$ cat src/hdl/esd_pkg.sv
// ----------------------------------------------------------------------------
// esd_pkg
// Types, character codes and helper functions for the escape sequence decoder.
// ----------------------------------------------------------------------------
package esd_pkg;

  typedef enum logic [2:0] {
    PH_NORMAL = 3'd0,
    PH_ESC    = 3'd1,
    PH_HEX0   = 3'd2,
    PH_HEX1   = 3'd3,
    PH_OCT1   = 3'd4,
    PH_OCT2   = 3'd5
  } phase_t;

  localparam logic [7:0] CH_BSLASH = 8'h5C;
  localparam logic [7:0] CH_DQUOTE = 8'h22;
  localparam logic [7:0] CH_N      = 8'h6E;
  localparam logic [7:0] CH_R      = 8'h72;
  localparam logic [7:0] CH_T      = 8'h74;
  localparam logic [7:0] CH_E      = 8'h65;
  localparam logic [7:0] CH_X      = 8'h78;
  localparam logic [7:0] CH_0      = 8'h30;
  localparam logic [7:0] CH_7      = 8'h37;
  localparam logic [7:0] CH_9      = 8'h39;
  localparam logic [7:0] CH_LA     = 8'h61;
  localparam logic [7:0] CH_LF     = 8'h66;
  localparam logic [7:0] CH_UA     = 8'h41;
  localparam logic [7:0] CH_UF     = 8'h46;

  localparam logic [7:0] BYTE_LF   = 8'd10;
  localparam logic [7:0] BYTE_CR   = 8'd13;
  localparam logic [7:0] BYTE_TAB  = 8'd9;
  localparam logic [7:0] BYTE_ESC  = 8'd27;

  localparam int QDEPTH = 4;

  // one result transaction
  typedef struct packed {
    logic [7:0] out_byte;
    logic       out_valid;
    logic       out_last;
  } esd_res_t;

  // results of one input item, in order
  typedef struct packed {
    logic [1:0] cnt;
    esd_res_t   r0;
    esd_res_t   r1;
  } esd_push_t;

  // bit 4 set when c is a hex digit, low bits its value
  function automatic logic [4:0] hex_digit(input logic [7:0] c);
    logic [7:0] d;
    begin
      d = 8'd0;
      if (c >= CH_0 && c <= CH_9) begin
        d = c - CH_0;
        hex_digit = {1'b1, d[3:0]};
      end else if (c >= CH_LA && c <= CH_LF) begin
        d = c - CH_LA + 8'd10;
        hex_digit = {1'b1, d[3:0]};
      end else if (c >= CH_UA && c <= CH_UF) begin
        d = c - CH_UA + 8'd10;
        hex_digit = {1'b1, d[3:0]};
      end else begin
        hex_digit = 5'd0;
      end
    end
  endfunction

  function automatic logic is_octal(input logic [7:0] c);
    is_octal = (c >= CH_0) && (c <= CH_7);
  endfunction

endpackage

$ cat src/hdl/esd_if.sv
// ----------------------------------------------------------------------------
// esd_in_if / esd_out_if
// Valid/ready channels for characters in and decoded bytes out.
// ----------------------------------------------------------------------------
interface esd_in_if;
  logic       valid;
  logic       ready;
  logic [7:0] char_code;
  logic       end_of_string;

  modport source (output valid, output char_code, output end_of_string, input ready);
  modport sink   (input valid, input char_code, input end_of_string, output ready);
endinterface

interface esd_out_if;
  logic       valid;
  logic       ready;
  logic [7:0] out_byte;
  logic       out_valid;
  logic       out_last;

  modport source (output valid, output out_byte, output out_valid, output out_last,
                  input ready);
  modport sink   (input valid, input out_byte, input out_valid, input out_last,
                  output ready);
endinterface

$ cat src/hdl/esd_decode.sv
// ----------------------------------------------------------------------------
// esd_decode
// Escape parser: phase and pending value registers, up to two results per
// character.
// ----------------------------------------------------------------------------
module esd_decode (
  input  logic              clk,
  input  logic              rst_n,
  input  logic              take_i,
  input  logic [7:0]        char_i,
  input  logic              eos_i,
  output esd_pkg::esd_push_t push_o
);

  esd_pkg::phase_t phase_r, phase_nxt;
  logic [5:0]      val_r, val_nxt;

  logic       pre_v, main_v, post_v;
  logic [7:0] pre_b, main_b, post_b;
  logic [4:0] hx;
  logic       oc;
  logic [1:0] n;
  esd_pkg::esd_res_t r0, r1;

  always_comb begin
    hx        = esd_pkg::hex_digit(char_i);
    oc        = esd_pkg::is_octal(char_i);
    pre_v     = 1'b0;
    pre_b     = {2'b00, val_r};
    main_v    = 1'b0;
    main_b    = char_i;
    post_v    = 1'b0;
    post_b    = 8'd0;
    phase_nxt = esd_pkg::PH_NORMAL;
    val_nxt   = val_r;

    unique case (phase_r)
      esd_pkg::PH_ESC: begin
        unique case (char_i)
          esd_pkg::CH_BSLASH, esd_pkg::CH_DQUOTE: main_v = 1'b1;
          esd_pkg::CH_N: begin
            main_v = 1'b1;
            main_b = esd_pkg::BYTE_LF;
          end
          esd_pkg::CH_R: begin
            main_v = 1'b1;
            main_b = esd_pkg::BYTE_CR;
          end
          esd_pkg::CH_T: begin
            main_v = 1'b1;
            main_b = esd_pkg::BYTE_TAB;
          end
          esd_pkg::CH_E: begin
            main_v = 1'b1;
            main_b = esd_pkg::BYTE_ESC;
          end
          esd_pkg::CH_X: phase_nxt = esd_pkg::PH_HEX0;
          default: begin
            if (oc) begin
              val_nxt   = {3'b000, char_i[2:0]};
              phase_nxt = esd_pkg::PH_OCT1;
            end else begin
              main_v = 1'b1;
            end
          end
        endcase
      end
      esd_pkg::PH_HEX0: begin
        if (hx[4]) begin
          val_nxt   = {2'b00, hx[3:0]};
          phase_nxt = esd_pkg::PH_HEX1;
        end else if (char_i == esd_pkg::CH_BSLASH) begin
          phase_nxt = esd_pkg::PH_ESC;
        end else begin
          main_v = 1'b1;
        end
      end
      esd_pkg::PH_HEX1: begin
        if (hx[4]) begin
          main_v = 1'b1;
          main_b = {val_r[3:0], hx[3:0]};
        end else begin
          pre_v = 1'b1;
          if (char_i == esd_pkg::CH_BSLASH) phase_nxt = esd_pkg::PH_ESC;
          else main_v = 1'b1;
        end
      end
      esd_pkg::PH_OCT1: begin
        if (oc) begin
          val_nxt   = {val_r[2:0], char_i[2:0]};
          phase_nxt = esd_pkg::PH_OCT2;
        end else begin
          pre_v = 1'b1;
          if (char_i == esd_pkg::CH_BSLASH) phase_nxt = esd_pkg::PH_ESC;
          else main_v = 1'b1;
        end
      end
      esd_pkg::PH_OCT2: begin
        if (oc) begin
          main_v = 1'b1;
          main_b = {val_r[4:0], char_i[2:0]};
        end else begin
          pre_v = 1'b1;
          if (char_i == esd_pkg::CH_BSLASH) phase_nxt = esd_pkg::PH_ESC;
          else main_v = 1'b1;
        end
      end
      default: begin
        if (char_i == esd_pkg::CH_BSLASH) phase_nxt = esd_pkg::PH_ESC;
        else main_v = 1'b1;
      end
    endcase

    // end of string flushes a partial value and returns to normal
    if (eos_i) begin
      if (phase_nxt == esd_pkg::PH_HEX1 || phase_nxt == esd_pkg::PH_OCT1 ||
          phase_nxt == esd_pkg::PH_OCT2) begin
        post_v = 1'b1;
        post_b = {2'b00, val_nxt};
      end
      phase_nxt = esd_pkg::PH_NORMAL;
      val_nxt   = 6'd0;
    end

    // pack in order: pending flush, character byte, end flush
    r0 = '{out_byte: 8'd0, out_valid: 1'b0, out_last: 1'b0};
    r1 = '{out_byte: 8'd0, out_valid: 1'b0, out_last: 1'b0};
    if (pre_v) begin
      r0 = '{out_byte: pre_b, out_valid: 1'b1, out_last: 1'b0};
      r1 = '{out_byte: main_v ? main_b : post_b, out_valid: 1'b1, out_last: 1'b0};
    end else if (main_v) begin
      r0 = '{out_byte: main_b, out_valid: 1'b1, out_last: 1'b0};
      r1 = '{out_byte: post_b, out_valid: 1'b1, out_last: 1'b0};
    end else if (post_v) begin
      r0 = '{out_byte: post_b, out_valid: 1'b1, out_last: 1'b0};
    end
    n = {1'b0, pre_v} + {1'b0, main_v} + {1'b0, post_v};
    if (eos_i) begin
      if (n == 2'd2) begin
        r1.out_last = 1'b1;
      end else begin
        n           = 2'd1;
        r0.out_last = 1'b1;
      end
    end

    push_o.cnt = take_i ? n : 2'd0;
    push_o.r0  = r0;
    push_o.r1  = r1;
  end

  always_ff @(posedge clk) begin
    if (!rst_n) begin
      phase_r <= esd_pkg::PH_NORMAL;
      val_r   <= 6'd0;
    end else if (take_i) begin
      phase_r <= phase_nxt;
      val_r   <= val_nxt;
    end
  end

endmodule

$ cat src/hdl/esd_outq.sv
// ----------------------------------------------------------------------------
// esd_outq
// Four-entry result queue: takes up to two results a cycle, gives one when popped.
// ----------------------------------------------------------------------------
module esd_outq (
  input  logic                clk,
  input  logic                rst_n,
  input  esd_pkg::esd_push_t  push_i,
  input  logic                pop_i,
  output logic                room_o,
  output logic                head_vld_o,
  output esd_pkg::esd_res_t   head_o
);

  localparam int AW = $clog2(esd_pkg::QDEPTH);

  esd_pkg::esd_res_t  mem_r [esd_pkg::QDEPTH];
  logic [AW-1:0]      wr_r, wr_nxt;
  logic [AW-1:0]      rd_r, rd_nxt;
  logic [AW:0]        cnt_r, cnt_nxt;
  logic               pop;

  assign room_o     = cnt_r <= (AW + 1)'(esd_pkg::QDEPTH - 2);
  assign head_vld_o = cnt_r != '0;
  assign head_o     = mem_r[rd_r];
  assign pop        = pop_i && head_vld_o;

  always_comb begin
    wr_nxt  = wr_r + AW'(push_i.cnt);
    rd_nxt  = rd_r + AW'(pop);
    cnt_nxt = cnt_r + (AW + 1)'(push_i.cnt) - (AW + 1)'(pop);
  end

  always_ff @(posedge clk) begin
    if (!rst_n) begin
      wr_r  <= '0;
      rd_r  <= '0;
      cnt_r <= '0;
    end else begin
      wr_r  <= wr_nxt;
      rd_r  <= rd_nxt;
      cnt_r <= cnt_nxt;
    end
  end

  always_ff @(posedge clk) begin
    if (push_i.cnt != 2'd0) mem_r[wr_r] <= push_i.r0;
    if (push_i.cnt == 2'd2) mem_r[wr_r + AW'(1)] <= push_i.r1;
  end

endmodule

$ cat src/hdl/escape_sequence_byte_decoder.sv
// ----------------------------------------------------------------------------
// escape_sequence_byte_decoder
// Decodes C-style escaped text, one character per transaction, into bytes.
// ----------------------------------------------------------------------------
// Takes one character per cycle while input ready is high. A character enters
// an input register and is decoded from there once the queue has room. Its
// results, at most two and possibly none, land in a four-entry result queue at
// the next edge, and results are offered straight from the queue head. The
// output side drains one result per cycle while output ready is high. A
// character that yields two results costs one extra output transaction. Such a
// character is a pending hex or octal value followed by a plain character.
// Input ready drops when a character waits in the input register and more than
// two results wait in the queue. Every end of string transaction yields a
// result marked out_last, with out_valid low when it carries no byte.
module escape_sequence_byte_decoder (
  input  logic       clk,
  input  logic       rst_n,
  esd_in_if.sink     in_ch,
  esd_out_if.source  out_ch
);

  logic                in_vld_r;
  logic [7:0]          char_r;
  logic                eos_r;
  logic                room;
  logic                adv;
  esd_pkg::esd_push_t  push;
  esd_pkg::esd_res_t   head;
  logic                head_vld;

  assign adv         = in_vld_r && room;
  assign in_ch.ready = !in_vld_r || adv;

  always_ff @(posedge clk) begin
    if (!rst_n) begin
      in_vld_r <= 1'b0;
    end else if (in_ch.ready) begin
      in_vld_r <= in_ch.valid;
    end
  end

  always_ff @(posedge clk) begin
    if (in_ch.ready && in_ch.valid) begin
      char_r <= in_ch.char_code;
      eos_r  <= in_ch.end_of_string;
    end
  end

  esd_decode u_dec (
    .clk    (clk),
    .rst_n  (rst_n),
    .take_i (adv),
    .char_i (char_r),
    .eos_i  (eos_r),
    .push_o (push)
  );

  esd_outq u_q (
    .clk        (clk),
    .rst_n      (rst_n),
    .push_i     (push),
    .pop_i      (out_ch.ready),
    .room_o     (room),
    .head_vld_o (head_vld),
    .head_o     (head)
  );

  assign out_ch.valid     = head_vld;
  assign out_ch.out_byte  = head.out_byte;
  assign out_ch.out_valid = head.out_valid;
  assign out_ch.out_last  = head.out_last;

endmodule

$ cat src/flat_wrapper.sv
// flat-port wrapper written by rule: the top's interface ports become plain ports
module escape_sequence_byte_decoder_flat 
  (clk, rst_n, in_ch_valid, in_ch_char_code, in_ch_end_of_string, in_ch_ready, out_ch_valid, out_ch_out_byte, out_ch_out_valid, out_ch_out_last, out_ch_ready);
  esd_in_if in_ch_i ();
  esd_out_if out_ch_i ();
  input  logic clk;
  input  logic rst_n;
  input wire logic [$bits(in_ch_i.valid)-1:0] in_ch_valid;
  input wire logic [$bits(in_ch_i.char_code)-1:0] in_ch_char_code;
  input wire logic [$bits(in_ch_i.end_of_string)-1:0] in_ch_end_of_string;
  output wire logic [$bits(in_ch_i.ready)-1:0] in_ch_ready;
  output wire logic [$bits(out_ch_i.valid)-1:0] out_ch_valid;
  output wire logic [$bits(out_ch_i.out_byte)-1:0] out_ch_out_byte;
  output wire logic [$bits(out_ch_i.out_valid)-1:0] out_ch_out_valid;
  output wire logic [$bits(out_ch_i.out_last)-1:0] out_ch_out_last;
  input wire logic [$bits(out_ch_i.ready)-1:0] out_ch_ready;
  assign in_ch_i.valid = in_ch_valid;
  assign in_ch_i.char_code = in_ch_char_code;
  assign in_ch_i.end_of_string = in_ch_end_of_string;
  assign in_ch_ready = in_ch_i.ready;
  assign out_ch_valid = out_ch_i.valid;
  assign out_ch_out_byte = out_ch_i.out_byte;
  assign out_ch_out_valid = out_ch_i.out_valid;
  assign out_ch_out_last = out_ch_i.out_last;
  assign out_ch_i.ready = out_ch_ready;
  escape_sequence_byte_decoder u_core (.clk(clk), .rst_n(rst_n), .in_ch(in_ch_i), .out_ch(out_ch_i));
endmodule
$ cat config.mk
export PLATFORM = sky130hd
export DESIGN_NAME = escape_sequence_byte_decoder_flat
export DESIGN_NICKNAME = d
export VERILOG_FILES = /design/src/hdl/esd_pkg.sv /design/src/hdl/esd_if.sv /design/src/hdl/esd_decode.sv /design/src/hdl/esd_outq.sv /design/src/hdl/escape_sequence_byte_decoder.sv /design/src/flat_wrapper.sv
export SDC_FILE = /design/constraint.sdc
export NUM_CORES = 1
export LEC_CHECK = 0
export ABC_AREA = 1
export BUFFER_PORTS_ARGS = -buffer_cell sky130_fd_sc_hd__buf_2
export CAP_MARGIN = 15
export CORE_ASPECT_RATIO = 0.7
export CORE_MARGIN = 4
export CORE_UTILIZATION = 50
export DETAILED_ROUTE_END_ITERATION = 10
export GPL_ROUTABILITY_DRIVEN = 0
export GPL_TIMING_DRIVEN = 0
export HOLD_SLACK_MARGIN = 0.08
export PLACE_DENSITY_LB_ADDON = 0.1
export SLEW_MARGIN = 20
export SYNTH_ARGS = -nofsm -noshare
export SYNTH_HDL_FRONTEND = slang
export SYNTH_SLANG_ARGS = --single-unit
$ cat constraint.sdc
create_clock -name clk -period 4.9 [get_ports clk]
set_input_delay 0.49 -clock clk [delete_from_list [all_inputs] [get_ports clk]]
set_output_delay 0.49 -clock clk [all_outputs]
set_load 0.01 [all_outputs]
== Word-level counts from Yosys, hierarchy flattened ==
Memories as Yosys holds them, arrays and structs flattened. A register that Yosys moved wholly into a read port is not among the register bits.
Index checks and enable logic that the tools add are counted.

* Bits in registers: 26
* Bits in writable memories: 40
* Input bits: 13
* Output and inout port bits: 12
* Logic and storage cells: 116
* Memories: 1

{| class="wikitable"
|+ Memory list
! name !! depth !! bits a word !! rd ports !! clocked after memory_dff !! write ports !! RTL line !! text
|-
| u_core.u_q.mem_r || 4 || 10 || 1 || 1 || 2 || esd_outq.sv:17 || <nowiki>esd_pkg::esd_res_t mem_r [esd_pkg::QDEPTH];</nowiki>
|}

* $add $sub $neg: 12
* Magnitude comparators: 8
* Eq/ne operators: 17
* Mux-type cells: 54
* Reductions and logical operators: 16

{| class="wikitable"
|+ Operator list
! kind !! count
|-
| 2-to-1 mux 10 bit || 5
|-
| equality test 8 x 7 -> 1 bit (second input constant) || 6
|-
| 2-to-1 mux 6 bit || 7
|-
| case mux 8 bit (4 select lines) || 1
|-
| 2-to-1 mux 8 bit || 3
|-
| case mux 8 bit (3 select lines) || 1
|-
| 2-to-1 mux 1 bit || 18
|-
| case mux 6 bit (3 select lines) || 1
|-
| >= comparator 8 x 7 -> 1 bit (second input constant) || 2
|-
| less-or-equal comparator 8 x 6 -> 1 bit (second input constant) || 2
|-
| less-or-equal comparator 8 x 7 -> 1 bit (second input constant) || 2
|-
| 2-to-1 mux 3 bit || 5
|-
| 2-to-1 mux 5 bit || 3
|-
| case mux 3 bit (5 select lines) || 1
|-
| equality test 3 bit (second input constant) || 4
|-
| subtractor 4 x 1 -> 4 bit (second input constant) || 3
|-
| 2-to-1 mux 2 bit || 5
|-
| equality test 3 x 2 -> 1 bit (second input constant) || 3
|-
| adder 4 bit (second input constant) || 2
|-
| equality test 8 x 6 -> 1 bit (second input constant) || 1
|-
| >= comparator 8 x 6 -> 1 bit (second input constant) || 1
|-
| logical AND 1 bit || 7
|-
| OR reduction 7 bit || 1
|-
| case mux 3 bit (2 select lines) || 1
|-
| other kinds (17) || 22
|}

== Longest topological paths before layout ==
Gate-level depths: netlist of run 1.

* Word-level depth: 20
* Depth in mapped cells: 26
* Mapped depth without buffers: 25

== Modules after synthesis ==
Synthesis of run 1 repeated with hierarchy kept, for this count alone.

* Cell total of the unflattened synthesis: 594
* Area total of the unflattened synthesis: 4521.8 sq um

{| class="wikitable"
|+ Modules (own cells, without submodules)
! module !! times used !! cells an instance !! area an instance (sq um) !! seq. area each (sq um)
|-
| esd_outq || 1 || 255 || 2472.4 || 1341.3
|-
| esd_decode || 1 || 321 || 1720.4 || 180.2
|-
| escape_sequence_byte_decoder || 1 || 18 || 329.1 || 290.3
|}

== Worst setup path after synthesis of run 1 ==
No wires, ideal clock.

* Kind: register to register
* Start: reg u_core.char_r[0]
* End: mem u_core.u_q.mem_r[3][0] in the netlist's numbering (enable)
* Setup time: 0.391 ns
* Data arrival time: 3.617 ns
* Data required time: 4.509 ns
* Path slack: 0.892 ns
* Cell stages (with the launch flop): 20
* Buffers on the path: 1
* Path through: edfxtp_1 -> inv_1 -> ha_1 -> inv_1 -> nor2_1 -> nand2_1 -> nor2_1 -> nor2_1 -> nand2_2 -> nand3_4 -> o21ai_4 -> inv_2 -> buf_6 -> fa_1 -> inv_1 -> nor2_1 -> nand2_1 -> nor2_2 -> clkinv_1 -> o21ai_0

{| class="wikitable"
|+ RTL lines
! what !! RTL line !! text
|-
| start, declared || escape_sequence_byte_decoder.sv:23 || <nowiki>logic [7:0] char_r;</nowiki>
|-
| start signal, assigned || escape_sequence_byte_decoder.sv:44 || <nowiki>char_r <= in_ch.char_code;</nowiki>
|-
| end, declared || esd_outq.sv:17 ||
|}

==> flow_summary.yaml, run 1 <==
pwr:
  vdd_ir_drop_max_mv: 0.280
  p_clk_frac: 0.352
  report.power.total_uw: 1720
  internal_power_uw: 1150
  seqPwrFrac: 0.393
  power_frac_comb: 0.255
  switching_share: 0.332
  p_sw_uw: 572
  p_per_area_nw_per_um2: 331
  p_leak_uw: 0.00226
setup_path:
  crit_path_end_kind: "flip-flop"
  startpoint_type: "flip-flop"
  cp.required_ns: 4.94
  crit_type: "reg2reg"
  cp_max_fo: 10
  r2r_cells: 20
  r2r_slack_ns: 0.34
  arrival_ns: 4.60
  rr_endpoint: "u_core.u_q.mem_r[2][2]"
  rr_startpoint: "u_core.char_r[0]"
  cp-startpoint: "u_core.char_r[0]"
cts:
  cts_made_buffers: 9
  path_clk_slew_ns: 0.06
  cts_root_buf: "clkbuf_16"
  insertion_delay_ns: 0.33
  cts.sinks: 66
  clk_path_buf_depth: 2
  tritoncts: "yes"
  cts-htree-levels: 3
floorplan:
  rows: 28
  die_h_um: 87.8
  initial_core_util: 0.526
  die_area_um2: 10700
  core-area_um2: 8650
  die_w_um: 122
  num_io_pins: 25
timing:
  fmax_mhz: 219
  hold_viol: 0
  tightestPinTransition_ns: 0.833
  period_needed_ns: 4.56
  finalClockSkew_ns: 0.00512
  setup-tns-final_ns: 0
  timing.final.crit_share: 0.931
  slew_headroom: 0.443
  slew_viol_final: 0
  setup_viol: 0
  setup_ws_ns: 0.338
synth:
  synth_seq_area_share: 0.398
  synth-edff-count: 49
  ys_warn_count: 0
  ys_ff_latch: 66
  synth_nets: 653
  ys.flop_type: "edfxtp_1"
  async_flop_share: 0
  syn_area_um2: 4550
  synthCells: 628
  avgSynthCellArea_um2: 7.24
  synth_cell_type_count: 40
cells_and_area:
  antenna_cells: 0
  areaGrowthSynthToFinish_pct: 14.6
  multi_input_area_um2: 2420
  post_layout_nonfiller_instances: 797
  seqCellArea_um2: 1810
  fillers: 778
  drive_gt1_frac: 0.158
  fin_util: 0.602
  finalNetCount: 697
placed_design:
  io_buffer_count: 24
  post-place-ws_ns: -0.288
  dpl.hpwl_um: 9770
  place_inst: 775
route:
  vias: 4499
  post-route-drc-count: 0
  routedWlPerCell_um: 16.5
  firstDrtPassIters: 5
  drtIter0Drc: 576
  via_per_inst: 5.64
  wl_um: 13100
  ant_nets: 0
grt:
  antenna_found_initial: 0
  grt_use_total: 0.262
  grt_max_degree: 13
  grt_pass1_wl_um: 21500
  grt-ovfl-total: 0
  grt_pass1_vias: 4229
worst_hold_path:
  hold_path.class: "in2reg"
  min_from: "in_ch_char_code[3]"
  hold_end: "u_core.char_r[3]"
  hold_depth: 1
job:
  cap_viol_max_count: 0
status:
  status: "finished, final reports clean"
## through the flow
step / instance area, µm² / hold slack, ns
final: 5210 / 0.326
after global routing: 5210 / 0.316
after CTS: 5130 / 0.319
after detailed placement: 4840 / 0.480
after global placement: 4820 / 0.471
after floorplan: 4550 / 0.459
## what timing repair did
item                                    4_1_cts  5_1_grt
endpoints found under the hold margin         0        0
hold buffers                                  0        0
buffers inserted                              0        6
pin swaps                                     0        2
endpoints found under the setup margin       37       60
resized for setup                             6        7
## routing by layer
metal  share of wire  up-vias  track usage
li1                -     2167            -
met1            0.47     2073        0.390
met2            0.42      237        0.388
met3            0.10       22       0.0516
met4           0.015        0       0.0732
met5               0        -            0
## cells in the mapped netlist (3+ instances only)
library cell  instances  area, µm²
o21ai_0              56        280
a21oi_1              22        110
buf_2                 3       15.0
o22ai_1              12       75.1
o21ai_1               5       25.0
nand2_1             178        668
a211oi_1              3       22.5
nand2_2              10       62.6
ha_1                 10        125
nor2_2                8       50.1
inv_2                 9       33.8
nand4_1               4       25.0
nor2_1               81        304
buf_6                 4       45.0
nand3_1              54        270
inv_1                59        221
dfxtp_1              17        340
clkbuf_1              8       30.0
nor3_2                4       40.0
edfxtp_1             49       1470
clkinv_1              4       15.0
o211ai_1              4       30.0
## cell families after synthesis
group | count (synthesis) | share of synthesized area
and+or+nand+nor | 349 | 0.341
adders and majority gates | 12 | 0.0363
AOI/OAI and AO/OA | 110 | 0.137
buffers and inverters | 87 | 0.0792
DFF | 66 | 0.398
xor gates and xnor gates | 4 | 0.00770
## worst max-delay path by stage
stage,to,slack (ns)
detailed placement,u_core.u_q.mem_r[1][3],-0.29
CTS,u_core.u_q.mem_r[3][1],0.01
finish,u_core.u_q.mem_r[2][2],0.34
floorplan,u_core.u_q.mem_r[3][0],0.89
global route,u_core.u_q.mem_r[1][8],-0.007
global placement,u_core.u_q.mem_r[0][1],-0.44
## power groups by stage
stage                     logic [µW]  clock network [µW]  registers, µW
after floorplan                  289                   0            679
after global placement           417                   0            688
after detailed placement         433                   0            689
after CTS                        437                 612            677
after global routing             499                 636            682
final                            440                 606            677
## cells in the final DEF (no fill, tap or decap), types with 11 or more instances in the layout
| master | count |
|---|---|
| nand2_1 | 177 |
| nor2_1 | 80 |
| inv_1 | 59 |
| nand3_1 | 54 |
| o21ai_0 | 52 |
| edfxtp_1 | 49 |
| buf_2 | 27 |
| a21oi_1 | 22 |
| dfxtp_1 | 17 |
| o22ai_1 | 12 |
| nand2_2 | 11 |
## area by class of cell
class                           instances  share of cell area
Clock inverter                          6             0.00720
Timing Repair Buffer                   33              0.0360
Clock buffer                           10              0.0459
Tap cell                              120              0.0288
Sequential cell                        66               0.348
Multi-Input combinational cell        475               0.464
Buffer                                 15              0.0173
Inverter                               72              0.0528
## flip-flops by register name, summed over array words and instances, names as in the netlist
signal / cells
u_core.char_r: 8
u_core.eos_r: 1
u_core.in_vld_r: 1
u_core.u_dec.phase_r: 3
u_core.u_dec.val_r: 6
u_core.u_q.cnt_r: 3
u_core.u_q.mem_r: 40
u_core.u_q.rd_r: 2
u_core.u_q.wr_r: 2
## critical path, cell delays in order, from the launching register on
cell and delay (ns):
edfxtp_1 0.50, inv_1 0.24, ha_1 0.28, inv_1 0.08, nor2_1 0.09, nand2_1 0.08, nor2_1 0.11, nor2_1 0.06
nand2_2 0.21, nand3_4 0.14, o21ai_4 0.16, inv_2 0.11, buf_6 0.17, fa_1 0.50, inv_1 0.07, nor2_2 0.21
nand2_2 0.20, nor2_4 0.25, clkinv_2 0.22, o21ai_1 0.31, buf_4 0.27
Note: power is estimated with default switching activity, not from simulation.
==> inputs of run 2 (changes only) <==
- clock period: 4.9 -> 5.53 ns (I/O delays scaled with it)
==> flow_summary.yaml, run 2 (synthesis results as in run 1) <==
setup_path:
  crit_path_end_kind: "flip-flop"
  critPathBufInv: 6
  cpMaxStageDelayCell: "clkinv_1"
  crit_type: "reg2reg"
  crit_chain: "inv_1 > ha_1 > inv_1 > nor2_1 > nand2_1 > nor2_1 > nor2_1 > nand2_2 > nand3_4 > o21ai_4 > inv_2 > buf_6 > fa_1 > inv_1 > nor2_1 > nand2_1 > nor2_2 > clkinv_1 > o21ai_2"
  crit_top_cell: "nor2_1"
  arrival_ns: 5.17
  startpoint_type: "flip-flop"
  slowest_delay_ns: 0.54
  cp_top_family: "simple AND/OR/NAND/NOR gates"
  cp.required_ns: 5.49
  cp_max_fo: 10
timing:
  slew_headroom: 0.435
  fmax_mhz: 192
  hold_viol: 0
  rsz0062_at_grt: "true"
  period_needed_ns: 5.20
  tightestPinTransition_ns: 0.844
  slew_viol_final: 0
  setup_ws_ns: 0.327
  setup_viol: 0
  timing.final.crit_share: 0.941
  fin_hold_ws_ns: 0.389
  finalClockSkew_ns: 0.00738
cells_and_area:
  layout_commonest_cell: "nand2_1"
  registers.top_by_ff_count: "u_core.u_q.mem_r"
  areaGrowthSynthToFinish_pct: 13.0
  finalNetCount: 691
  stdcell_area_um2: 5140
  largest_reg_flops: 40
  final_cell_mix: "nand2_1 (178), nor2_1 (81), inv_1 (59)"
  drive_gt1_frac: 0.143
  top_regs: "u_core.u_q.mem_r (40), u_core.char_r (8), u_core.u_dec.val_r (6)"
  antenna_cells: 0
  fin_util: 0.594
floorplan:
  core-area_um2: 8650
  die_h_um: 87.8
  die_w_um: 122
  initial_core_util: 0.526
  die_area_um2: 10700
  rows: 28
  num_io_pins: 25
route:
  firstDrtPassIters: 5
  post-route-drc-count: 0
  via_per_inst: 5.67
  vias: 4482
  routedWlPerCell_um: 16.5
  wl_um: 13000
  drtIter0Drc: 538
  ant_nets: 0
grt:
  grt_use_total: 0.262
  use_met2: 0.388
  use_met1: 0.392
  busiest_layer: "met1"
  grt_pass1_wl_um: 21500
  grt_max_degree: 13
  grt-ovfl-total: 0
  antenna_found_initial: 0
  grt_use_met3: 0.0510
  grt_pass1_vias: 4213
pwr:
  seqPwrFrac: 0.394
  switching_share: 0.330
  p_per_area_nw_per_um2: 296
  report.power.total_uw: 1520
  p_leak_uw: 0.00222
  p_clk_frac: 0.354
  internal_power_uw: 1020
  p_sw_uw: 503
  power_frac_comb: 0.252
  vdd_ir_drop_max_mv: 0.263
worst_hold_path:
  hold_path.class: "in2reg"
cts:
  cts_root_buf: "clkbuf_16"
  path_clk_slew_ns: 0.06
  post_cts_buffers: 0
  cts-htree-levels: 3
  tritoncts: "yes"
  clk_path_buf_depth: 2
  cts.sinks: 66
  insertion_delay_ns: 0.34
  cts_made_buffers: 9
placed_design:
  dpl.hpwl_um: 9770
  io_buffer_count: 24
  post-place-ws_ns: 0.342
  place_area_um2: 4840
status:
  status: "finished, final reports clean"
job:
  cap_viol_max_count: 0
[run 2: final timing paths]
path                          from                     end  slack, ns  depth (start not counted)
min reg2reg  u_core.u_dec.val_r[2]   u_core.u_dec.val_r[2]       0.50                          2
max               u_core.char_r[0]  u_core.u_q.mem_r[0][8]       0.33                         19
min             in_ch_char_code[3]        u_core.char_r[3]       0.39                          1
max reg2reg       u_core.char_r[0]  u_core.u_q.mem_r[0][8]       0.33                         19
[run 2: layer usage]
metal  part of all wire  up-vias
li1                   -     2156
met4              0.010        0
met5                  0        -
met2               0.42      250
met1               0.46     2062
met3               0.11       14
[run 2: power by group through the flow]
stage	Clock [µW]	Sequential [µW]	Combinational, µW
after floorplan	0	601	256
after global placement	0	609	370
after detailed placement	0	610	384
after CTS	543	600	386
after global routing	564	605	439
final	538	600	384
[run 2: worst register-to-register path: stages (launching register included)]
cell and delay (ns):
edfxtp_1 0.50, inv_1 0.24, ha_1 0.28, inv_1 0.08, nor2_1 0.09, nand2_1 0.08
nor2_1 0.11, nor2_1 0.06, nand2_2 0.20, nand3_4 0.15, o21ai_4 0.16, inv_2 0.11
buf_6 0.17, fa_1 0.50, inv_1 0.06, nor2_1 0.29, nand2_1 0.25, nor2_2 0.49
clkinv_1 0.54, o21ai_2 0.47
[run 2: final cells by class]
cell class,count,area (µm²)
buffer,15,90.1
clock buffer,10,239
clock inverter,6,37.5
fill,788,3520
inverter,72,278
multi-input combinational,475,2390
sequential,66,1810
tap,120,150
timing repair buffer,27,143
[run 2: timing repair]
item / in CTS / in global routing
endpoints found under the setup margin: 0 / 24
gates resized for setup: 0 / 4
hold buffers: 0 / 0
[run 2: metrics by stage]
step,cells,TNS [ns]
2_1_floorplan,628,0
3_3_place_gp,772,0
3_5_place_dp,775,0
4_1_cts,791,0
5_1_grt,791,-0.492
6_report,791,0
